### config.mk
export PLATFORM = sky130hd
export DESIGN_NAME = sorted_key_table_search_core_flat
export DESIGN_NICKNAME = d
export VERILOG_FILES = /design/src/skts_pkg.sv /design/src/skts_if.sv /design/src/sorted_key_table_search_core.sv /design/src/flat_wrapper.sv
export SDC_FILE = /design/constraint.sdc
export NUM_CORES = 1
export LEC_CHECK = 0
export ABC_AREA = 1
export BUFFER_PORTS_ARGS = -buffer_cell sky130_fd_sc_hd__buf_2
export CORE_MARGIN = 3
export CORE_UTILIZATION = 30
export CTS_CLUSTER_SIZE = 12
export DETAILED_ROUTE_END_ITERATION = 16
export HOLD_SLACK_MARGIN = 0.08
export PLACE_DENSITY = 0.49
export SYNTH_ARGS = -nofsm -noshare
export SYNTH_HDL_FRONTEND = slang
export SYNTH_SLANG_ARGS = --single-unit
### constraint.sdc
create_clock -name clk -period 3.4 [get_ports clk]
set_clock_uncertainty 0.05 [all_clocks]
set_input_delay 0 -clock clk [delete_from_list [all_inputs] [get_ports clk]]
set_output_delay 0 -clock clk [all_outputs]
set_load 0.02 [all_outputs]
### src/skts_pkg.sv
// Shared constants and codes for the sorted key table search block.
package skts_pkg;

  localparam int TABLE_DEPTH_DEF = 64;
  localparam int KEY_WIDTH_DEF   = 16;

  localparam logic [1:0] CMD_APPEND = 2'd0;
  localparam logic [1:0] CMD_SORT   = 2'd1;
  localparam logic [1:0] CMD_LOOKUP = 2'd2;

  localparam logic [1:0] STAT_OK   = 2'd0;
  localparam logic [1:0] STAT_FULL = 2'd1;
  localparam logic [1:0] STAT_MISS = 2'd2;

endpackage

### src/skts_if.sv
// Valid/ready channel interfaces for command words and result words.
interface skts_req_if import skts_pkg::*; ();
  logic        valid;
  logic        ready;
  logic [1:0]  cmd;
  logic [15:0] key;

  modport source (output valid, output cmd, output key, input ready);
  modport sink   (input valid, input cmd, input key, output ready);
endinterface

interface skts_rsp_if import skts_pkg::*; ();
  logic        valid;
  logic        ready;
  logic [1:0]  status;
  logic        found;
  logic [5:0]  slot_index;
  logic [15:0] image_number;

  modport source (output valid, output status, output found, output slot_index,
                  output image_number, input ready);
  modport sink   (input valid, input status, input found, input slot_index,
                  input image_number, output ready);
endinterface

### src/sorted_key_table_search_core.sv
// Sorted key table: append, shell sort and binary search lookup over one RAM.
//
// Usage: command words enter on req (cmd, key) with a valid/ready handshake;
// one result word per command leaves on rsp (status, found, slot_index,
// image_number). req.ready is high only while the sequencer is idle.
// A lookup makes at most log2(TABLE_DEPTH)+1 binary search probes; a sort
// runs shell sort passes whose gap starts at a quarter of the entry count
// (at least 1) and halves down to 1. A new command is taken only after the
// previous command's result has moved to the output register. All table
// work goes through the single key RAM with one registered read and one
// write each cycle, so every probe and every shift costs a RAM read
// turnaround.
// One result word is held in an output register: the next command is taken
// while it waits, and that command's result waits in the sequencer until
// rsp.ready frees the register. A stalled receiver never loses a word.
// Reset clears the entry count and the control state; RAM contents are not
// cleared, only entries below the count are ever read.
module sorted_key_table_search_core
  import skts_pkg::*;
#(
  parameter int TABLE_DEPTH = TABLE_DEPTH_DEF,
  parameter int KEY_WIDTH   = KEY_WIDTH_DEF
) (
  input  logic       clk,
  input  logic       rst,
  skts_req_if.sink   req,
  skts_rsp_if.source rsp
);

  localparam int IW = $clog2(TABLE_DEPTH);
  localparam int CW = $clog2(TABLE_DEPTH + 1);

  typedef enum logic [3:0] {
    S_IDLE, S_DISPATCH, S_RD_I, S_HOLD, S_CHK, S_CMP, S_NEXT_I,
    S_SRCH, S_PROBE, S_DONE
  } state_t;

  state_t               state;
  logic [KEY_WIDTH-1:0] key_store [TABLE_DEPTH];
  logic [KEY_WIDTH-1:0] rdata;
  logic [KEY_WIDTH-1:0] key_reg;
  logic [KEY_WIDTH-1:0] held;
  logic [1:0]           cmd_reg;
  logic [CW-1:0]        entry_count;
  logic [CW-1:0]        gap;
  logic [CW-1:0]        i;
  logic [CW-1:0]        j;
  logic [CW-1:0]        lo;
  logic [CW-1:0]        hx;
  logic [CW-1:0]        mid;
  logic [1:0]           pend_status;
  logic                 pend_found;
  logic [5:0]           pend_slot;
  logic [15:0]          pend_image;
  logic                 ovalid;
  logic [1:0]           ostatus;
  logic                 ofound;
  logic [5:0]           oslot;
  logic [15:0]          oimage;

  logic                 we;
  logic [IW-1:0]        waddr;
  logic [KEY_WIDTH-1:0] wdata;
  logic [IW-1:0]        raddr;
  logic [31:0]          key32;
  logic [31:0]          probe32;
  logic [31:0]          mid32;
  logic [CW-1:0]        mid_calc;
  logic [CW-1:0]        jmg;
  logic [CW-1:0]        gap_init;

  assign key32    = 32'(req.key);
  assign probe32  = 32'(rdata);
  assign mid32    = 32'(mid);
  assign mid_calc = CW'(({1'b0, lo} + {1'b0, hx} - (CW+1)'(1)) >> 1);
  assign jmg      = j - gap;
  assign gap_init = ((entry_count >> 2) == '0) ? CW'(1) : (entry_count >> 2);

  assign req.ready        = (state == S_IDLE);
  assign rsp.valid        = ovalid;
  assign rsp.status       = ostatus;
  assign rsp.found        = ofound;
  assign rsp.slot_index   = oslot;
  assign rsp.image_number = oimage;

  always_comb begin
    we    = 1'b0;
    waddr = entry_count[IW-1:0];
    wdata = key_reg;
    raddr = i[IW-1:0];
    unique case (state)
      S_DISPATCH: begin
        we = (cmd_reg == CMD_APPEND) && (entry_count < CW'(TABLE_DEPTH));
      end
      S_CHK: begin
        raddr = jmg[IW-1:0];
        if (j < gap) begin
          we    = 1'b1;
          waddr = j[IW-1:0];
          wdata = held;
        end
      end
      S_CMP: begin
        we    = 1'b1;
        waddr = j[IW-1:0];
        wdata = (rdata > held) ? rdata : held;
      end
      S_SRCH: raddr = mid_calc[IW-1:0];
      default: ;
    endcase
  end

  always_ff @(posedge clk) begin
    if (we) begin
      key_store[waddr] <= wdata;
    end
    rdata <= key_store[raddr];
  end

  always_ff @(posedge clk) begin
    if (rst) begin
      state       <= S_IDLE;
      entry_count <= '0;
      ovalid      <= 1'b0;
    end else begin
      if (ovalid && rsp.ready && (state != S_DONE)) begin
        ovalid <= 1'b0;
      end
      unique case (state)
        S_IDLE: begin
          if (req.valid) begin
            cmd_reg <= req.cmd;
            key_reg <= key32[KEY_WIDTH-1:0];
            state   <= S_DISPATCH;
          end
        end
        S_DISPATCH: begin
          pend_status <= STAT_OK;
          pend_found  <= 1'b0;
          pend_slot   <= '0;
          pend_image  <= '0;
          state       <= S_DONE;
          unique case (cmd_reg)
            CMD_APPEND: begin
              if (entry_count < CW'(TABLE_DEPTH)) begin
                entry_count <= entry_count + CW'(1);
              end else begin
                pend_status <= STAT_FULL;
              end
            end
            CMD_SORT: begin
              gap <= gap_init;
              i   <= '0;
              if (entry_count > CW'(1)) begin
                state <= S_RD_I;
              end
            end
            CMD_LOOKUP: begin
              pend_status <= STAT_MISS;
              lo          <= '0;
              hx          <= entry_count;
              state       <= S_SRCH;
            end
            default: ;
          endcase
        end
        S_RD_I: state <= S_HOLD;
        S_HOLD: begin
          held  <= rdata;
          j     <= i;
          state <= S_CHK;
        end
        S_CHK: begin
          state <= (j < gap) ? S_NEXT_I : S_CMP;
        end
        S_CMP: begin
          if (rdata > held) begin
            j     <= jmg;
            state <= S_CHK;
          end else begin
            state <= S_NEXT_I;
          end
        end
        S_NEXT_I: begin
          if (i + CW'(1) < entry_count) begin
            i     <= i + CW'(1);
            state <= S_RD_I;
          end else begin
            gap <= gap >> 1;
            i   <= '0;
            state <= ((gap >> 1) == '0) ? S_DONE : S_RD_I;
          end
        end
        S_SRCH: begin
          if (lo < hx) begin
            mid   <= mid_calc;
            state <= S_PROBE;
          end else begin
            state <= S_DONE;
          end
        end
        S_PROBE: begin
          if (key_reg > rdata) begin
            lo    <= mid + CW'(1);
            state <= S_SRCH;
          end else if (key_reg < rdata) begin
            hx    <= mid;
            state <= S_SRCH;
          end else begin
            pend_status <= STAT_OK;
            pend_found  <= 1'b1;
            pend_slot   <= mid32[5:0];
            pend_image  <= probe32[15:0] & ~16'd3;
            state       <= S_DONE;
          end
        end
        S_DONE: begin
          if (!ovalid || rsp.ready) begin
            ovalid  <= 1'b1;
            ostatus <= pend_status;
            ofound  <= pend_found;
            oslot   <= pend_slot;
            oimage  <= pend_image;
            state   <= S_IDLE;
          end
        end
        default: state <= S_IDLE;
      endcase
    end
  end

endmodule

### src/flat_wrapper.sv
// flat-port wrapper written by rule: the top's interface ports become plain ports
module sorted_key_table_search_core_flat import skts_pkg::*;
#(
  parameter int TABLE_DEPTH = TABLE_DEPTH_DEF,
  parameter int KEY_WIDTH   = KEY_WIDTH_DEF
)
  (clk, rst, req_valid, req_cmd, req_key, req_ready, rsp_valid, rsp_status, rsp_found, rsp_slot_index, rsp_image_number, rsp_ready);
  skts_req_if req_i ();
  skts_rsp_if rsp_i ();
  input  logic clk;
  input  logic rst;
  input wire logic [$bits(req_i.valid)-1:0] req_valid;
  input wire logic [$bits(req_i.cmd)-1:0] req_cmd;
  input wire logic [$bits(req_i.key)-1:0] req_key;
  output wire logic [$bits(req_i.ready)-1:0] req_ready;
  output wire logic [$bits(rsp_i.valid)-1:0] rsp_valid;
  output wire logic [$bits(rsp_i.status)-1:0] rsp_status;
  output wire logic [$bits(rsp_i.found)-1:0] rsp_found;
  output wire logic [$bits(rsp_i.slot_index)-1:0] rsp_slot_index;
  output wire logic [$bits(rsp_i.image_number)-1:0] rsp_image_number;
  input wire logic [$bits(rsp_i.ready)-1:0] rsp_ready;
  assign req_i.valid = req_valid;
  assign req_i.cmd = req_cmd;
  assign req_i.key = req_key;
  assign req_ready = req_i.ready;
  assign rsp_valid = rsp_i.valid;
  assign rsp_status = rsp_i.status;
  assign rsp_found = rsp_i.found;
  assign rsp_slot_index = rsp_i.slot_index;
  assign rsp_image_number = rsp_i.image_number;
  assign rsp_i.ready = rsp_ready;
  sorted_key_table_search_core #(.TABLE_DEPTH(TABLE_DEPTH), .KEY_WIDTH(KEY_WIDTH)) u_core (.clk(clk), .rst(rst), .req(req_i), .rsp(rsp_i));
endmodule
==> out/metrics.cfg <==
[finish]
area_growth_pct = 21.9
layout_common_cells = 1144 x edfxtp_1, 1104 x nand3_1, 832 x inv_1, 731 x nand2_1, 338 x nand3b_1
drive_gt1_frac = 0.130
top_register = u_core.key_store
largest_reg_flops = 1024
final_nets = 5286
final_common_cell = edfxtp_1
fin_area_um2 = 64700
fin_util = 0.370

[drt]
drt-initial-drc-count = 3201
finalWirelength_mm = 163
dr_total_vias = 36757
via_per_inst = 4.82
remaining_drc_errors = 0
first_pass_iters = 6
antenna_left = 0
avgRoutedWirePerCell_um = 21.4

[pwr]
ir_drop_mv = 0.548
cellPowerDensity_nw_per_um2 = 720
p_leak_uw = 0.0256

[grt]
grt_use_total = 0.176
antenna_found_initial = 1
grt_max_degree = 108
grt_pass1_wl_mm = 240
overflow = 0
first_global_vias = 35941

[critical_path]
endpoint_kind = flop
worstRegToRegCells = 19
rr_startpoint = u_core.hx[1]$_DFFE_PP_
crit_type = reg2reg
cpMostUsedCell = nand3_1
critical_path.startpoint_type = flop
worstPathCellList = inv_1, ha_1, inv_2, ha_4, fa_2, nand2_2, o21ai_4, a21oi_4, buf_6, buf_12, buf_12, buf_4, nand3_1, nand3_1, nand3_1, nand3_1, buf_4, nand3_2, nand2_2
worstPathMaxFanout = 14
arrival_ns = 3.91
critPathSlowestCell = fa_2
slowest_delay_ns = 0.45
reg2reg_slack_ns = 0.15
r2r_end = u_core.rdata[1]$_DFF_P_
crit_required_ns = 4.06

[clock_tree]
cts_made_buffers = 135
cts.sink_count = 1172
h-tree-depth = 4
clkTransAtPathRegs_ns = 0.06
cts_root_buffer = clkbuf_16
cts_tree = built
clock_path_buffers = 3
worstSkewPairLatency_ns = 0.78

[die]
pin_count = 49
dieHeight_um = 426
row_count = 153
die_w_um = 426
core_um2 = 175000
start_util = 0.303
design.die.area_um2 = 182000

[sta]
maxSlewViolCount = 0
finalHoldViolations = 0
setup_violations = 0
rsz0062_at_grt = yes
min_period_ns = 3.25
finalCritPeriodShare = 0.956
fmax_ghz = 0.308
slew_headroom = 0.353
tightest_slew_ns = 0.970

[synth]
yosysWarnings = 0
synth_ff_type = edfxtp_1
synth_area_um2 = 53000
ys_ff_latch = 1172
synth-seq-area-share = 0.658
yosysUniqueCellTypes = 42
post_synth.cell_area_avg_um2 = 10.8
synth-edff-count = 1144
syn_inst = 4896
ys_async_sr_fraction = 0

[place]
routabilityCongestion = 0.822
hpwl_mm = 99.7
io_buffers = 46
place_area_um2 = 59200

[hold_path]
hp-class = in2reg
hold_path_end = u_core.entry_count[6]$_SDFFE_PP0P_
hold_depth = 5
min-delay-start = rst

[status]
outcome = completed

[flow_run]
drv_cap = 0

==> cell families after synthesis <==
family / after synthesis / synth area share
AND/OR/NAND/NOR: 2422 / 0.225
flip-flops: 1172 / 0.658
buffers and inverters: 1118 / 0.0866
AO/OA/AOI/OAI: 98 / 0.0103
adder cells (fa/ha/maj): 72 / 0.0173
XOR/XNOR: 13 / 0.00215
other: 1 / 0.0000707
==> worst max-delay path: cells and delay by family, from the launching register on <==
kind / cells / cell delay [ns]
flops: 1 / 0.35
simple gates: 7 / 0.66
compound gates: 2 / 0.32
buf+inv: 7 / 0.94
fa+ha+maj: 3 / 0.84
==> routing by layer <==
| metal | GRT usage | wire length [µm] | vias to the layer above |
|---|---|---|---|
| met5 | 0 | 0 | - |
| met4 | 0.0583 | 4850 | 0 |
| met2 | 0.284 | 75600 | 1054 |
| li1 | - | - | 17232 |
| met1 | 0.246 | 74200 | 18238 |
| met3 | 0.0219 | 8260 | 233 |
==> metrics by stage <==
| stage | hold slack, ns | cells | setup slack (ns) | TNS [ns] | power, µW |
|---|---|---|---|---|---|
| after floorplan | 0.0489 | 4897 | -0.211 | -13.48 | 25500 |
| after global placement | 0.133 | 7312 | -0.339 | -2.69 | 32100 |
| after detailed placement | 0.129 | 7312 | -0.328 | -3.32 | 32200 |
| after CTS | 0.0855 | 7599 | -0.0187 | -0.0187 | 46600 |
| after global routing | 0.179 | 7617 | -0.0504 | -3.90 | 48600 |
| final | 0.160 | 7619 | 0.150 | 0 | 46500 |
==> timing repair <==
item | in CTS | in global routing
pin swaps | 4 | 6
buffers inserted | 6 | 13
setup endpoints to repair | 70 | 977
cloned | 3 | 4
hold buffers | 42 | 0
hold endpoints to repair | 150 | 0
resized for setup | 43 | 55
==> cell usage after synthesis, drive strengths merged (6+ instances only) <==
cell       n  share of area
xor2      10         0.0017
nor3       9        0.00085
clkbuf    29         0.0021
nand4     13         0.0015
nor2     156          0.012
edfxtp  1144           0.65
buf      249          0.025
dfxtp     28          0.011
ha        70          0.017
nand2    742          0.053
nand3b   338          0.048
nand3   1155           0.11
o21ai     35         0.0034
o21bai     6        0.00085
inv      840          0.059
a21oi     43         0.0041
==> report_power, final <==
| group | leakage, µW | switching (µW) | internal (µW) |
|---|---|---|---|
| Clock | 0.00205 | 6010 | 7900 |
| Combinational | 0.0130 | 9960 | 4930 |
| Sequential | 0.0105 | 427 | 17300 |
==> worst max path at each step <==
stage | end | start | cells after the start | slack (ns)
finish | u_core.rdata[1]$_DFF_P_ | u_core.hx[1]$_DFFE_PP_ | 19 | 0.15
global route | u_core.key_store[49][6]$_DFFE_PP_ | u_core.gap[4]$_SDFFCE_PP0P_ | 15 | -0.05
CTS | u_core.rdata[15]$_DFF_P_ | u_core.lo[1]$_SDFFCE_PN0P_ | 18 | -0.02
detailed placement | u_core.rdata[15]$_DFF_P_ | u_core.lo[1]$_SDFFCE_PN0P_ | 18 | -0.33
global placement | u_core.rdata[15]$_DFF_P_ | u_core.hx[1]$_DFFE_PP_ | 18 | -0.34
floorplan | u_core.key_store[0][0]$_DFFE_PP_ | u_core.j[2]$_DFFE_PP_ | 9 | -0.21
==> area by class of cell <==
| type | count | area [µm²] |
|---|---|---|
| Antenna cell | 3 | 7.51 |
| Clock buffer | 166 | 3580 |
| Timing Repair Buffer | 436 | 5390 |
| Inverter | 840 | 3160 |
| Fill cell | 17064 | 110000 |
| Tap cell | 2325 | 2910 |
| Multi-Input combinational cell | 2607 | 14100 |
| Clock inverter | 70 | 601 |
| Sequential cell | 1172 | 34900 |
(Power assumes the default switching activity.)
